**config.mk**
```make
export PLATFORM = sky130hd
export DESIGN_NAME = single_edge_pwm_generator_top_flat
export DESIGN_NICKNAME = d
export VERILOG_FILES = /design/src/spg_pkg.sv /design/src/spg_if.sv /design/src/single_edge_pwm_generator_top.sv /design/src/spg_div.sv /design/src/spg_queue.sv /design/src/spg_front.sv /design/src/spg_back.sv /design/src/flat_wrapper.sv
export SDC_FILE = /design/constraint.sdc
export NUM_CORES = 2
export LEC_CHECK = 0
export CORE_ASPECT_RATIO = 1.2
export CORE_UTILIZATION = 50
export DETAILED_ROUTE_END_ITERATION = 6
export DONT_BUFFER_PORTS = 1
export PLACE_DENSITY = 0.69
export REMOVE_ABC_BUFFERS = 1
export SLEW_MARGIN = 10
export SYNTH_ARGS = -nofsm -noshare
export SYNTH_HDL_FRONTEND = slang
export SYNTH_SLANG_ARGS = --single-unit
```
**constraint.sdc**
```tcl
create_clock -name clk_i -period 9.55 [get_ports clk_i]
set_input_delay 0.4775 -clock clk_i [delete_from_list [all_inputs] [get_ports clk_i]]
set_output_delay 0.4775 -clock clk_i [all_outputs]
set_load 0.03 [all_outputs]
```
**src/spg_pkg.sv**
```systemverilog
// Shared types and constants for the single-edge PWM generator.
package spg_pkg;

  localparam int unsigned KindW    = 3;
  localparam int unsigned FreqW    = 31;
  localparam int unsigned PctInW   = 8;
  localparam int unsigned PctW     = 7;
  localparam int unsigned ClockW   = 28;
  localparam int unsigned CountW   = 32;
  localparam int unsigned CfgIdxW  = 1;
  localparam int unsigned CfgDataW = 32;

  localparam int unsigned DivdW = ClockW;
  localparam int unsigned DivsW = 31;
  localparam int unsigned DivCntW = 6;

  localparam int unsigned QuoW      = 22;
  localparam int unsigned RecW      = 27;
  localparam int unsigned RecShift  = 31;
  localparam int unsigned RecProdW  = ClockW - 2 + RecW;
  localparam int unsigned AmulW     = QuoW + PctW;
  localparam int unsigned FracW     = 2 * PctW;
  localparam int unsigned FracRecW  = 13;
  localparam int unsigned FracShift = 17;
  localparam int unsigned FracProdW = FracW - 2 + FracRecW;

  localparam logic [KindW-1:0] KIND_TICK  = 3'd0;
  localparam logic [KindW-1:0] KIND_FREQ  = 3'd1;
  localparam logic [KindW-1:0] KIND_DUTY  = 3'd2;
  localparam logic [KindW-1:0] KIND_START = 3'd3;
  localparam logic [KindW-1:0] KIND_STOP  = 3'd4;

  localparam logic [CfgIdxW-1:0] CFG_CLOCK_HZ  = 1'b0;
  localparam logic [CfgIdxW-1:0] CFG_PRESCALE  = 1'b1;

  localparam logic [ClockW-1:0]  CLOCK_HZ_RST   = 28'd60000000;
  localparam logic [CountW-1:0]  PRESCALE_RST   = 32'd1;
  localparam logic [CountW-1:0]  PERIOD_RST     = 32'd3000;
  localparam logic [FreqW-1:0]   FREQ_RST       = 31'd20000;
  localparam logic [PctW-1:0]    PCT_RST        = 7'd50;
  localparam logic [PctInW-1:0]  PCT_MAX        = 8'd100;
  localparam logic [ClockW-1:0]  PCT_DIVISOR    = 28'd100;

  // Reciprocals of 25 for dividing a quarter of the operand by 25.
  localparam logic [RecW-1:0]     RECIP_25      = 27'd85899346;
  localparam logic [FracRecW-1:0] FRAC_RECIP_25 = 13'd5243;

  typedef enum logic [2:0] {
    OP_TICK  = 3'd0,
    OP_FREQ  = 3'd1,
    OP_DUTY  = 3'd2,
    OP_START = 3'd3,
    OP_STOP  = 3'd4,
    OP_BAD   = 3'd5
  } op_e;

  typedef struct packed {
    op_e              op;
    logic             reject;
    logic [FreqW-1:0] freq;
    logic [PctW-1:0]  pct;
  } spg_cmd_t;

  typedef struct packed {
    logic [ClockW-1:0] clock_hz;
    logic [CountW-1:0] prescale;
  } spg_cfg_t;

endpackage

```
**src/spg_if.sv**
```systemverilog
// Handshake channel interfaces for items, results and configuration writes.
interface spg_in_if;
  import spg_pkg::*;
  logic               valid;
  logic               ready;
  logic [KindW-1:0]   kind;
  logic [FreqW-1:0]   frequency_hz;
  logic [PctInW-1:0]  duty_percent;
  modport source (output valid, kind, frequency_hz, duty_percent, input ready);
  modport sink   (input valid, kind, frequency_hz, duty_percent, output ready);
endinterface

interface spg_out_if;
  import spg_pkg::*;
  logic              valid;
  logic              ready;
  logic              pwm_level;
  logic              status;
  logic [CountW-1:0] timer_count;
  modport source (output valid, pwm_level, status, timer_count, input ready);
  modport sink   (input valid, pwm_level, status, timer_count, output ready);
endinterface

interface spg_cfg_if;
  import spg_pkg::*;
  logic                valid;
  logic                ready;
  logic [CfgIdxW-1:0]  index;
  logic [CfgDataW-1:0] data;
  modport source (output valid, index, data, input ready);
  modport sink   (input valid, index, data, output ready);
endinterface

```
**src/single_edge_pwm_generator_top.sv**
```systemverilog
// A tick, start, stop or rejected request finishes in the idle state; its result is registered.
// An accepted frequency or duty request starts the serial divider for clock over frequency,
// waits in ST_DIV_PER for the quotient, then scales it in ST_RECIP, ST_SPLIT, ST_FRAC, ST_FINISH.
// Throughput: one tick per cycle; the back stalls for those requests and while a result waits,
// and the two-entry queue holds items meanwhile.
// Reset: asynchronous, active low; clears the timer, queue and result valid; clock set to 60 MHz.
module single_edge_pwm_generator_top import spg_pkg::*; (
  input  logic      clk_i,
  input  logic      rst_ni,
  spg_in_if.sink    in_i,
  spg_out_if.source out_o,
  spg_cfg_if.sink   cfg_i
);

  spg_cfg_t cfg_q;
  logic     push, full, pop, head_valid;
  spg_cmd_t push_cmd, head_cmd;

  assign cfg_i.ready = 1'b1;

  always_ff @(posedge clk_i or negedge rst_ni) begin
    if (!rst_ni) begin
      cfg_q.clock_hz <= CLOCK_HZ_RST;
      cfg_q.prescale <= PRESCALE_RST;
    end else if (cfg_i.valid) begin
      case (cfg_i.index)
        CFG_CLOCK_HZ: cfg_q.clock_hz <= cfg_i.data[ClockW-1:0];
        CFG_PRESCALE: cfg_q.prescale <= cfg_i.data;
        default: cfg_q <= cfg_q;
      endcase
    end
  end

  spg_front u_front (
    .in_i       (in_i),
    .clock_hz_i (cfg_q.clock_hz),
    .full_i     (full),
    .push_o     (push),
    .cmd_o      (push_cmd)
  );

  spg_queue u_queue (
    .clk_i       (clk_i),
    .rst_ni      (rst_ni),
    .push_i      (push),
    .push_data_i (push_cmd),
    .full_o      (full),
    .pop_i       (pop),
    .valid_o     (head_valid),
    .head_o      (head_cmd)
  );

  spg_back u_back (
    .clk_i       (clk_i),
    .rst_ni      (rst_ni),
    .cfg_i       (cfg_q),
    .cmd_valid_i (head_valid),
    .cmd_i       (head_cmd),
    .pop_o       (pop),
    .out_o       (out_o)
  );

endmodule

```
**src/spg_div.sv**
```systemverilog
// Restoring serial divider that produces one quotient bit per cycle.
module spg_div import spg_pkg::*; (
  input  logic             clk_i,
  input  logic             rst_ni,
  input  logic             start_i,
  input  logic [DivdW-1:0] dividend_i,
  input  logic [DivsW-1:0] divisor_i,
  output logic             done_o,
  output logic [DivdW-1:0] quotient_o
);

  logic [DivdW-1:0]   dq_q, dq_d;
  logic [DivsW:0]     rem_q, rem_d;
  logic [DivsW-1:0]   dvs_q, dvs_d;
  logic [DivCntW-1:0] cnt_q, cnt_d;
  logic               busy_q, busy_d;
  logic               done_q, done_d;
  logic [DivsW:0]     rem_sh;

  always_comb begin
    dq_d   = dq_q;
    rem_d  = rem_q;
    dvs_d  = dvs_q;
    cnt_d  = cnt_q;
    busy_d = busy_q;
    done_d = 1'b0;
    rem_sh = {rem_q[DivsW-1:0], dq_q[DivdW-1]};
    if (start_i) begin
      dq_d   = dividend_i;
      rem_d  = '0;
      dvs_d  = divisor_i;
      cnt_d  = DivCntW'(DivdW);
      busy_d = 1'b1;
    end else if (busy_q) begin
      if (rem_sh >= {1'b0, dvs_q}) begin
        rem_d = rem_sh - {1'b0, dvs_q};
        dq_d  = {dq_q[DivdW-2:0], 1'b1};
      end else begin
        rem_d = rem_sh;
        dq_d  = {dq_q[DivdW-2:0], 1'b0};
      end
      cnt_d = cnt_q - 1'b1;
      if (cnt_q == DivCntW'(1)) begin
        busy_d = 1'b0;
        done_d = 1'b1;
      end
    end
  end

  always_ff @(posedge clk_i or negedge rst_ni) begin
    if (!rst_ni) begin
      cnt_q  <= '0;
      busy_q <= 1'b0;
      done_q <= 1'b0;
    end else begin
      cnt_q  <= cnt_d;
      busy_q <= busy_d;
      done_q <= done_d;
    end
  end

  always_ff @(posedge clk_i) begin
    dq_q  <= dq_d;
    rem_q <= rem_d;
    dvs_q <= dvs_d;
  end

  assign done_o     = done_q;
  assign quotient_o = dq_q;

endmodule

```
**src/spg_queue.sv**
```systemverilog
// Two-entry command queue between the front and the back.
module spg_queue import spg_pkg::*; (
  input  logic     clk_i,
  input  logic     rst_ni,
  input  logic     push_i,
  input  spg_cmd_t push_data_i,
  output logic     full_o,
  input  logic     pop_i,
  output logic     valid_o,
  output spg_cmd_t head_o
);

  spg_cmd_t   mem_q [2];
  logic       wr_ptr_q, rd_ptr_q;
  logic [1:0] count_q;

  always_ff @(posedge clk_i or negedge rst_ni) begin
    if (!rst_ni) begin
      wr_ptr_q <= 1'b0;
      rd_ptr_q <= 1'b0;
      count_q  <= '0;
    end else begin
      if (push_i) begin
        wr_ptr_q <= ~wr_ptr_q;
      end
      if (pop_i) begin
        rd_ptr_q <= ~rd_ptr_q;
      end
      count_q <= count_q + {1'b0, push_i} - {1'b0, pop_i};
    end
  end

  always_ff @(posedge clk_i) begin
    if (push_i) begin
      mem_q[wr_ptr_q] <= push_data_i;
    end
  end

  assign full_o  = count_q == 2'd2;
  assign valid_o = count_q != 2'd0;
  assign head_o  = mem_q[rd_ptr_q];

endmodule

```
**src/spg_front.sv**
```systemverilog
// Front end: accepts items, decodes the kind and checks request ranges.
module spg_front import spg_pkg::*; (
  spg_in_if.sink            in_i,
  input  logic [ClockW-1:0] clock_hz_i,
  input  logic              full_i,
  output logic              push_o,
  output spg_cmd_t          cmd_o
);

  always_comb begin
    cmd_o.freq   = in_i.frequency_hz;
    cmd_o.pct    = in_i.duty_percent[PctW-1:0];
    cmd_o.reject = 1'b0;
    case (in_i.kind)
      KIND_TICK:  cmd_o.op = OP_TICK;
      KIND_FREQ: begin
        cmd_o.op     = OP_FREQ;
        cmd_o.reject = (in_i.frequency_hz == '0) ||
                       (in_i.frequency_hz >= FreqW'(clock_hz_i));
      end
      KIND_DUTY: begin
        cmd_o.op     = OP_DUTY;
        cmd_o.reject = in_i.duty_percent > PCT_MAX;
      end
      KIND_START: cmd_o.op = OP_START;
      KIND_STOP:  cmd_o.op = OP_STOP;
      default: begin
        cmd_o.op     = OP_BAD;
        cmd_o.reject = 1'b1;
      end
    endcase
  end

  assign in_i.ready = !full_i;
  assign push_o     = in_i.valid && !full_i;

endmodule

```
**src/spg_back.sv**
```systemverilog
// Back end: runs the timer, computes match values and registers results.
module spg_back import spg_pkg::*; (
  input  logic     clk_i,
  input  logic     rst_ni,
  input  spg_cfg_t cfg_i,
  input  logic     cmd_valid_i,
  input  spg_cmd_t cmd_i,
  output logic     pop_o,
  spg_out_if.source out_o
);

  typedef enum logic [5:0] {
    ST_IDLE    = 6'b000001,
    ST_DIV_PER = 6'b000010,
    ST_RECIP   = 6'b000100,
    ST_SPLIT   = 6'b001000,
    ST_FRAC    = 6'b010000,
    ST_FINISH  = 6'b100000
  } state_e;

  state_e            state_q, state_d;
  logic [CountW-1:0] pc_q, pc_d, tc_q, tc_d;
  logic [CountW-1:0] pm_q, pm_d, dm_q, dm_d, ps_q, ps_d, ds_q, ds_d;
  logic [1:0]        lp_q, lp_d;
  logic [FreqW-1:0]  sf_q, sf_d;
  logic [PctW-1:0]   sp_q, sp_d;
  logic              run_q, run_d;
  logic [ClockW-1:0] per_q, per_d;
  logic [QuoW-1:0]   hq_q, hq_d;
  logic [PctW-1:0]   hr_q, hr_d;
  logic [AmulW-1:0]  ap_q, ap_d;
  logic [FracW-1:0]  fp_q, fp_d;
  logic              ov_q, ov_d, pwm_q, pwm_d, st_q, st_d;
  logic [CountW-1:0] cnt_out_q, cnt_out_d;

  logic                 slot_free, fin, status;
  logic                 div_start, div_done;
  logic [DivdW-1:0]     div_dividend, div_quo;
  logic [DivsW-1:0]     div_divisor;
  logic [PctW-1:0]      pct_sel;
  logic [CountW-1:0]    top;
  logic [RecProdW-1:0]  rec_prod;
  logic [ClockW-1:0]    hund;
  logic [FracProdW-1:0] frac_prod;

  spg_div u_div (
    .clk_i      (clk_i),
    .rst_ni     (rst_ni),
    .start_i    (div_start),
    .dividend_i (div_dividend),
    .divisor_i  (div_divisor),
    .done_o     (div_done),
    .quotient_o (div_quo)
  );

  assign slot_free = !ov_q || out_o.ready;
  assign pct_sel   = (cmd_i.op == OP_FREQ) ? sp_q : cmd_i.pct;

  // The duty match is (period / 100) * percent plus (period mod 100) * percent / 100.
  assign rec_prod  = RecProdW'(per_q[ClockW-1:2]) * RecProdW'(RECIP_25);
  assign hund      = ClockW'(hq_q) * PCT_DIVISOR;
  assign frac_prod = FracProdW'(fp_q[FracW-1:2]) * FracProdW'(FRAC_RECIP_25);

  always_comb begin
    state_d = state_q;
    pc_d = pc_q; tc_d = tc_q; pm_d = pm_q; dm_d = dm_q;
    ps_d = ps_q; ds_d = ds_q; lp_d = lp_q;
    sf_d = sf_q; sp_d = sp_q; run_d = run_q; per_d = per_q;
    hq_d = hq_q; hr_d = hr_q; ap_d = ap_q; fp_d = fp_q;
    fin = 1'b0;
    status = 1'b0;
    div_start = 1'b0;
    div_dividend = cfg_i.clock_hz;
    div_divisor = (cmd_i.op == OP_FREQ) ? cmd_i.freq : sf_q;
    top = cfg_i.prescale - 1'b1;
    case (state_q)
      ST_IDLE: begin
        if (cmd_valid_i && slot_free) begin
          case (cmd_i.op)
            OP_TICK: begin
              fin = 1'b1;
              if (run_q) begin
                if (pc_q >= top) begin
                  pc_d = '0;
                  if (tc_q >= pm_q) begin
                    tc_d = '0;
                    if (lp_q[0]) begin
                      pm_d = ps_q;
                    end
                    if (lp_q[1]) begin
                      dm_d = ds_q;
                    end
                    lp_d = '0;
                  end else begin
                    tc_d = tc_q + 1'b1;
                  end
                end else begin
                  pc_d = pc_q + 1'b1;
                end
              end
            end
            OP_FREQ, OP_DUTY: begin
              if (cmd_i.reject) begin
                fin = 1'b1;
                status = 1'b1;
              end else begin
                div_start = 1'b1;
                state_d = ST_DIV_PER;
              end
            end
            OP_START: begin
              fin = 1'b1;
              run_d = 1'b1;
            end
            OP_STOP: begin
              fin = 1'b1;
              run_d = 1'b0;
              pc_d = '0;
              tc_d = '0;
            end
            default: begin
              fin = 1'b1;
              status = 1'b1;
            end
          endcase
        end
      end
      ST_DIV_PER: begin
        if (div_done) begin
          per_d = div_quo;
          state_d = ST_RECIP;
        end
      end
      ST_RECIP: begin
        hq_d = rec_prod[RecProdW-1:RecShift];
        state_d = ST_SPLIT;
      end
      ST_SPLIT: begin
        hr_d = PctW'(per_q - hund);
        ap_d = AmulW'(hq_q) * AmulW'(pct_sel);
        state_d = ST_FRAC;
      end
      ST_FRAC: begin
        fp_d = FracW'(hr_q) * FracW'(pct_sel);
        state_d = ST_FINISH;
      end
      ST_FINISH: begin
        fin = 1'b1;
        state_d = ST_IDLE;
        ds_d = CountW'(ap_q) + CountW'(frac_prod[FracProdW-1:FracShift]);
        if (cmd_i.op == OP_FREQ) begin
          sf_d = cmd_i.freq;
          ps_d = {{(CountW-ClockW){1'b0}}, per_q};
          lp_d = 2'b11;
        end else begin
          sp_d = cmd_i.pct;
          lp_d = lp_q | 2'b10;
        end
        if (!run_q) begin
          if (lp_d[0]) begin
            pm_d = ps_d;
          end
          if (lp_d[1]) begin
            dm_d = ds_d;
          end
          lp_d = '0;
        end
      end
      default: state_d = ST_IDLE;
    endcase
  end

  always_comb begin
    ov_d = ov_q;
    pwm_d = pwm_q;
    st_d = st_q;
    cnt_out_d = cnt_out_q;
    if (fin) begin
      ov_d = 1'b1;
      pwm_d = run_d && (tc_d < dm_d);
      st_d = status;
      cnt_out_d = tc_d;
    end else if (out_o.ready) begin
      ov_d = 1'b0;
    end
  end

  always_ff @(posedge clk_i or negedge rst_ni) begin
    if (!rst_ni) begin
      state_q <= ST_IDLE;
      pc_q <= '0;
      tc_q <= '0;
      pm_q <= PERIOD_RST;
      dm_q <= '0;
      ps_q <= PERIOD_RST;
      ds_q <= '0;
      lp_q <= '0;
      sf_q <= FREQ_RST;
      sp_q <= PCT_RST;
      run_q <= 1'b0;
      ov_q <= 1'b0;
    end else begin
      state_q <= state_d;
      pc_q <= pc_d;
      tc_q <= tc_d;
      pm_q <= pm_d;
      dm_q <= dm_d;
      ps_q <= ps_d;
      ds_q <= ds_d;
      lp_q <= lp_d;
      sf_q <= sf_d;
      sp_q <= sp_d;
      run_q <= run_d;
      ov_q <= ov_d;
    end
  end

  always_ff @(posedge clk_i) begin
    per_q <= per_d;
    hq_q <= hq_d;
    hr_q <= hr_d;
    ap_q <= ap_d;
    fp_q <= fp_d;
    pwm_q <= pwm_d;
    st_q <= st_d;
    cnt_out_q <= cnt_out_d;
  end

  assign pop_o             = fin;
  assign out_o.valid       = ov_q;
  assign out_o.pwm_level   = pwm_q;
  assign out_o.status      = st_q;
  assign out_o.timer_count = cnt_out_q;

endmodule

```
**src/flat_wrapper.sv**
```systemverilog
// flat-port wrapper written by rule: the top's interface ports become plain ports
module single_edge_pwm_generator_top_flat import spg_pkg::*;
  (clk_i, rst_ni, in_i_valid, in_i_kind, in_i_frequency_hz, in_i_duty_percent, in_i_ready, out_o_valid, out_o_pwm_level, out_o_status, out_o_timer_count, out_o_ready, cfg_i_valid, cfg_i_index, cfg_i_data, cfg_i_ready);
  spg_in_if in_i_i ();
  spg_out_if out_o_i ();
  spg_cfg_if cfg_i_i ();
  input  logic clk_i;
  input  logic rst_ni;
  input wire logic [$bits(in_i_i.valid)-1:0] in_i_valid;
  input wire logic [$bits(in_i_i.kind)-1:0] in_i_kind;
  input wire logic [$bits(in_i_i.frequency_hz)-1:0] in_i_frequency_hz;
  input wire logic [$bits(in_i_i.duty_percent)-1:0] in_i_duty_percent;
  output wire logic [$bits(in_i_i.ready)-1:0] in_i_ready;
  output wire logic [$bits(out_o_i.valid)-1:0] out_o_valid;
  output wire logic [$bits(out_o_i.pwm_level)-1:0] out_o_pwm_level;
  output wire logic [$bits(out_o_i.status)-1:0] out_o_status;
  output wire logic [$bits(out_o_i.timer_count)-1:0] out_o_timer_count;
  input wire logic [$bits(out_o_i.ready)-1:0] out_o_ready;
  input wire logic [$bits(cfg_i_i.valid)-1:0] cfg_i_valid;
  input wire logic [$bits(cfg_i_i.index)-1:0] cfg_i_index;
  input wire logic [$bits(cfg_i_i.data)-1:0] cfg_i_data;
  output wire logic [$bits(cfg_i_i.ready)-1:0] cfg_i_ready;
  assign in_i_i.valid = in_i_valid;
  assign in_i_i.kind = in_i_kind;
  assign in_i_i.frequency_hz = in_i_frequency_hz;
  assign in_i_i.duty_percent = in_i_duty_percent;
  assign in_i_ready = in_i_i.ready;
  assign out_o_valid = out_o_i.valid;
  assign out_o_pwm_level = out_o_i.pwm_level;
  assign out_o_status = out_o_i.status;
  assign out_o_timer_count = out_o_i.timer_count;
  assign out_o_i.ready = out_o_ready;
  assign cfg_i_i.valid = cfg_i_valid;
  assign cfg_i_i.index = cfg_i_index;
  assign cfg_i_i.data = cfg_i_data;
  assign cfg_i_ready = cfg_i_i.ready;
  single_edge_pwm_generator_top u_core (.clk_i(clk_i), .rst_ni(rst_ni), .in_i(in_i_i), .out_o(out_o_i), .cfg_i(cfg_i_i));
endmodule
```
# ---- Word-level counts from Yosys, hierarchy flattened
# Memory sizes are Yosys's and may differ from the RTL's.
# Index checks and enable logic that the tools add are counted.
dict set report op_classes {
  muxes 74
  n_eq_ne 28
  n_mul 5
  bitwise 3
  n_reduce_logical 26
  magnitude_cmp 6
  n_addsub 9
}
# op count
set op_table {}
lappend op_table {{32-bit two-way mux} 24}
lappend op_table {{32-bit case mux with 2 select lines} 4}
lappend op_table {{32-bit by 1-bit adder with 32-bit output (second input constant)} 2}
lappend op_table {{32-bit greater-or-equal comparator} 2}
lappend op_table {{31-bit two-way mux} 2}
lappend op_table {{28-bit two-way mux} 2}
lappend op_table {{26-bit by 26-bit multiplier with 52-bit output (second input constant)} 1}
lappend op_table {{6-bit two-way mux} 6}
lappend op_table {{32-bit by 31-bit greater-or-equal comparator with 1-bit output} 1}
lappend op_table {{32-bit < comparator} 1}
lappend op_table {{32-bit by 1-bit subtractor with 32-bit output (second input constant)} 1}
lappend op_table {{31-bit by 28-bit greater-or-equal comparator with 1-bit output} 1}
lappend op_table {{31-bit logical NOT} 1}
lappend op_table {{31-bit subtractor} 1}
lappend op_table {{29-bit by 8-bit adder with 30-bit output} 1}
lappend op_table {{6-bit case mux with 5 select lines} 1}
lappend op_table {{22-bit by 7-bit multiplier with 29-bit output} 1}
lappend op_table {{12-bit by 13-bit multiplier with 25-bit output (second input constant)} 1}
lappend op_table {{22-bit by 5-bit multiplier with 5-bit output (second input constant)} 1}
lappend op_table {{1-bit two-way mux} 21}
lappend op_table {{2-bit != test (second input constant)} 9}
lappend op_table {{3-bit case mux with 5 select lines} 1}
lappend op_table {{7-bit by 7-bit multiplier with 14-bit output} 1}
lappend op_table {{2-bit two-way mux} 7}
lappend op_table {{32 further kinds} 58}
dict set report totals {
  reg_bits 536
  mem_count 1
  output_inout_bits 37
  mem_bits_rw 84
}
# memory depth word_bits rd rd_clocked_by_memory_dff write_ports line_no
set mem_list {}
lappend mem_list {u_core.u_queue.mem_q 2 42 1 0 1 spg_queue.sv:13} ;# spg_cmd_t mem_q [2];

# ---- Logic depth before layout (Yosys ltp)
dict set report depth {
  word_depth 9
  depth_mapped 44
  ltp_nobuf 43
}

# ---- Modules after synthesis
# Synthesis repeated with hierarchy kept, for this count alone.
dict set report unflattened {
  hier_cells 4713
  area_unflattened_um2 50651.1
}
# module instances seq_area_each_um2 area_each_um2 cells_each
set by_module_without_submodules {}
lappend by_module_without_submodules {spg_back 1 9948.3 37941.4 3711}
lappend by_module_without_submodules {spg_div 1 2592.5 5664.2 566}
lappend by_module_without_submodules {spg_queue 1 2622.5 3432.0 146}
lappend by_module_without_submodules {single_edge_pwm_generator_top 1 1515.2 2477.4 130}
lappend by_module_without_submodules {spg_front 1 0.0 1136.1 160}

# ---- Worst setup path after synthesis
# No wires, ideal clock.
dict set report synth_timing {
  path_type {register to register}
  startpoint {reg u_core.u_back.fp_q[8]}
  endpoint {reg u_core.u_back.pwm_q (netlist: u_core.u_back.out_o.pwm_level) (data pin)}
  synth_period_minus_slack_ps 8585
  slack_ps 965
  arrival_ps 8453
  path_stages_with_launch 41
  cell_sequence {edfxtp_1 -> inv_1 -> fa_1 -> fa_1 -> fa_1 -> inv_1 -> fa_1 -> inv_1 -> fa_1 -> inv_1 -> ha_1 -> a21o_1 -> a2111oi_0 -> o21ai_0 -> a211oi_1 -> nor3_1 -> a21oi_1 -> xnor2_1 -> (+5 left out) -> a41o_1 -> buf_2 -> and2_1 -> nand4_1 -> xor2_1 -> nor2_1 -> a221oi_1 -> ha_1 -> a21o_1 -> a21o_1 -> a21oi_1 -> nor2b_1 -> o21ai_0 -> nand2b_1 -> a21oi_1 -> o21ai_0 -> a211oi_1 -> o31a_1}
}
dict set report synth_between {
  elab_chain_len 7
}
# item line_no
set synth_rtl {}
lappend synth_rtl {{start: declaration} spg_back.sv:32} ;# logic [FracW-1:0] fp_q, fp_d;
lappend synth_rtl {{start signal: assignment} spg_back.sv:223} ;# fp_q <= fp_d;
lappend synth_rtl {{12-bit by 13-bit multiplier with 25-bit output} spg_back.sv:62} ;# assign frac_prod = FracProdW'(fp_q[FracW-1:2]) * FracProdW'(FRAC_RECIP_25);
lappend synth_rtl {{29-bit by 8-bit adder with 30-bit output} spg_back.sv:150} ;# ds_d = CountW'(ap_q) + CountW'(frac_prod[FracProdW-1:FracShift]);
lappend synth_rtl {{32-bit two-way mux} spg_back.sv:163} ;# if (lp_d[1]) begin
lappend synth_rtl {{32-bit two-way mux} spg_back.sv:159} ;# if (!run_q) begin
lappend synth_rtl {{32-bit case mux with 2 select lines} spg_back.sv:76} ;# case (state_q)
lappend synth_rtl {{32-bit < comparator} spg_back.sv:180} ;# pwm_d = run_d && (tc_d < dm_d);
lappend synth_rtl {{1-bit logical AND} spg_back.sv:180}
lappend synth_rtl {{end signal: assignment} spg_back.sv:224} ;# pwm_q <= pwm_d;
lappend synth_rtl {{end: declaration} spg_back.sv:33} ;# logic ov_q, ov_d, pwm_q, pwm_d, st_q, st_d;
# No other way between the ends.
# A chain may end at the register's enable or synchronous reset.

# ---- Worst setup path in the final report
dict set report layout_timing {
  startpoint {reg u_core.u_back.fp_q[11]}
  endpoint {reg u_core.u_back.pwm_q (netlist: u_core.u_back.out_o.pwm_level) (data pin)}
}
# The elaborated chain is that of the path after synthesis.

==> results.py <==
metrics = {
    "layout": {
        "multi_input_area_sq_mm": 0.0294,
        "nets": 5872,
        "layout-drive-gt1-share_pct": 7.28,
        "register_area_sq_mm": 0.0167,
        "nFillCells": 8271,
        "syn_to_final_growth_pct": 9.93,
        "antenna_cells": 0,
        "stdcell_count": 6079,
    },
    "timing": {
        "finalHoldViolCount": 0,
        "finalCriticalPeriod_ns": 8.97,
        "slew_headroom_pct": 20.4,
        "slew_viol_final": 0,
        "holdWs_ns": 0.0181,
        "setup_viol": 0,
        "worst_pin_slew_ns": 1.19,
        "fin_skew_ns": 0.0385,
        "period_share_pct": 94.0,
        "max_freq_ghz": 0.111,
    },
    "clock_network": {
        "clk_latency_ns": 0.64,
        "cts_tree": "built",
        "clkSinkCount": 616,
        "numCtsBuffers": 67,
        "clockBufferDepth": 3,
        "ctsHtreeMaxLevel": 3,
        "root_buffer": "clkbuf_16",
        "clk_pin_slew_ns": 0.06,
    },
    "synth": {
        "synth_top_area_share_pct": 16.9,
        "ys_seq_area_share_pct": 34.1,
        "ys_ff_latch": 616,
        "synth_largest_area_cell": "edfxtp_1",
        "synth_edf_count": 275,
        "synthesis.area_sq_mm": 0.0489,
        "synth_top_flop_cell": "dfrtp_1",
        "synthArstFlopShare_pct": 50.3,
        "ys_warn_count": 0,
        "avgSynthCellArea_sq_um": 10.5,
        "ys_top_cells_by_count": "inv_1 (670), ha_1 (630), nand2_1 (466)",
        "netlist_top_cells_area": "edfxtp_1 (17%), fa_1 (17%), ha_1 (16%), dfrtp_1 (14%), inv_1 (5.1%)",
        "synth.most_common_cell": "inv_1",
        "synth.distinct_cells": 97,
        "synthCells": 4673,
    },
    "place": {
        "dp.cells": 5874,
        "io_buffers": 0,
        "place_hpwl_um": 93900,
        "gp_congestion": 0.929,
    },
    "power": {
        "p_per_area_mw_per_mm2": 306,
        "peakVddDrop_uv": 486,
        "p_leak_nw": 25.9,
    },
    "critical_path": {
        "reg2reg_slack_ns": 0.58,
        "crit_start": "u_core.u_back.fp_q[11]",
        "start_kind": "flip-flop",
        "worstSetupEndpoint": "u_core.u_back.out_o.pwm_level",
        "rr_startpoint": "u_core.u_back.fp_q[11]",
        "slowest_delay_ns": 0.54,
        "worstPathRequired_ns": 9.93,
        "regToRegEndpoint": "u_core.u_back.out_o.pwm_level",
        "cp_max_fo": 6,
        "arrival_ns": 9.35,
        "critical-path-slowest-cell": "fa_1",
        "crit_type": "reg2reg",
        "reg2reg_depth": 40,
        "crit_path_end_kind": "flip-flop",
    },
    "global_routing": {
        "grt_pass1_wl_um": 195000,
        "grt-ovfl-total": 0,
        "grt_use_met3_pct": 3.77,
        "antenna_found_initial": 3,
        "gr-usage-all-layers_pct": 25.3,
        "grt_pass1_vias": 35600,
        "grt-busiest-layer": "met2",
        "met1_usage_pct": 31.3,
        "grt_max_degree": 311,
        "use_met2_pct": 44.2,
    },
    "outcome": {
        "status": "finished, violations left",
        "violations": "design-rule violations",
    },
    "route": {
        "ant_nets": 0,
        "drc_errors": 6,
        "num_vias": 34200,
        "via_per_inst": 5.63,
        "routedWlPerCell_um": 20.3,
        "wirelength_um": 123000,
        "drt_iter0_drc": 2398,
        "dr.pass1.iters": 7,
    },
    "die": {
        "die_w_um": 288,
        "die_y_um": 345,
        "core_area_sq_mm": 0.0970,
        "dieArea_sq_mm": 0.0992,
        "num_rows": 125,
        "ioPinCount": 117,
        "start_util_pct": 50.5,
    },
    "job": {
        "maxCapViolCount": 0,
    },
    "hold_path": {
        "hold_class": "in2reg",
    },
}
-- power breakdown --
group / leakage (nW) / internal, W / switching (W) / total, W
Clock: 1.13 / 0.00157 / 0.00114 / 0.00271
Sequential: 6.81 / 0.00377 / 0.000425 / 0.00419
Combinational: 17.9 / 0.00408 / 0.00550 / 0.00958
Total: 25.9 / 0.00942 / 0.00707 / 0.0165
-- what timing repair did --
action	in CTS	in global routing
resized for setup	3	19
buffers inserted	0	5
hold endpoints to repair	448	8
pin swaps	0	6
setup endpoints to repair	1	1
hold buffers	73	1
-- cell families (layout without fill, tap and decap cells) --
family | count (synthesis) | after routing | share of synthesized area (%)
multiplexers | 116 | 116 | 2.53
other | 1 | 1 | 0.00766
XOR/XNOR | 190 | 190 | 3.40
AND/OR/NAND/NOR | 1125 | 1125 | 11.2
adder cells (fa/ha/maj) | 1038 | 1038 | 32.8
AO/OA/AOI/OAI | 789 | 789 | 9.77
flip-flops | 616 | 616 | 34.1
buffers and inverters | 798 | 934 | 6.24
-- layout by cell type, fill, tap and decap left out, types with 49 or more instances in the layout --
cell type	synthesis	layout
a21oi_1	212	203
buf_4	5	64
a21o_1	89	89
and2_1	58	57
clkbuf_16	0	71
nand4_1	53	53
xor2_1	73	73
xnor2_1	117	117
o21ai_0	293	289
inv_1	670	669
mux2_2	60	60
nor2b_1	50	49
dlygate4sd3_1	0	73
mux2i_1	56	56
nor2_1	208	206
dfrtp_1	276	274
fa_1	408	408
nand2_1	466	466
nand3_1	71	71
edfxtp_1	275	275
ha_1	630	630
-- flip-flops by register name, indices dropped and copies added (netlist names), 32 cells and up --
signal / flops
u_core.cfg_q: 60
u_core.u_back.dm_q: 32
u_core.u_back.out_o.timer_count: 32
u_core.u_back.pc_q: 32
u_core.u_back.pm_q: 32
u_core.u_back.ps_q: 32
u_core.u_back.tc_q: 32
u_core.u_queue.mem_q: 84
-- metal layers --
metal	wire [um]	vias up
li1	-	16000
met2	61400	929
met5	7	-
met3	6700	253
met1	50100	17000
met4	4970	2
-- per-stage QoR --
stage	cell area (sq um)	setup TNS [ns]	power (W)	worst slack [ns]	utilization, %
6_report	53800	0	0.0165	0.578	55.5
5_1_grt	53800	-0.0257	0.0179	-0.0257	55.5
4_1_cts	53600	0	0.0166	0.0370	55.3
3_5_place_dp	50500	-0.0538	0.0137	-0.0538	52.1
3_3_place_gp	50500	0	0.0135	0.0890	52.1
2_1_floorplan	48400	-2.12	0.0114	-0.498	-
-- how the worst min path moves through the flow --
stage / slack (ns) / cells after the start / to / startpoint
finish: 0.02 / 1 / u_core.cfg_q[19] / cfg_i_data[19]
global route: 0.006 / 1 / u_core.cfg_q[19] / cfg_i_data[19]
CTS: 0.0003 / 1 / u_core.cfg_q[19] / cfg_i_data[19]
detailed placement: 0.19 / 0 / u_core.u_back.dm_q[21] / rst_ni
global placement: 0.19 / 0 / u_core.u_back.ds_q[20] / rst_ni
floorplan: 0.18 / 0 / u_core.cfg_q[10] / rst_ni
-- critical path: cells and delay by family, from the launching register on --
| kind | cells | cell delay [ns] |
|---|---|---|
| flip-flops | 1 | 0.51 |
| XOR/XNOR | 2 | 0.23 |
| adder cells (fa/ha/maj) | 8 | 3.33 |
| AO/OA/AOI/OAI | 12 | 2.40 |
| AND/OR/NAND/NOR | 14 | 2.03 |
| buffers and inverters | 4 | 0.22 |
-- layout make-up --
type | instances | area share [%]
well taps | 1270 | 2.95
clock inverters | 40 | 0.832
clock buffers | 84 | 3.47
inverters | 670 | 4.67
flip-flops and latches | 616 | 31.0
repair buffers | 140 | 2.40
multi-input cells | 3259 | 54.7
Note: power is estimated with default switching activity, not from simulation.
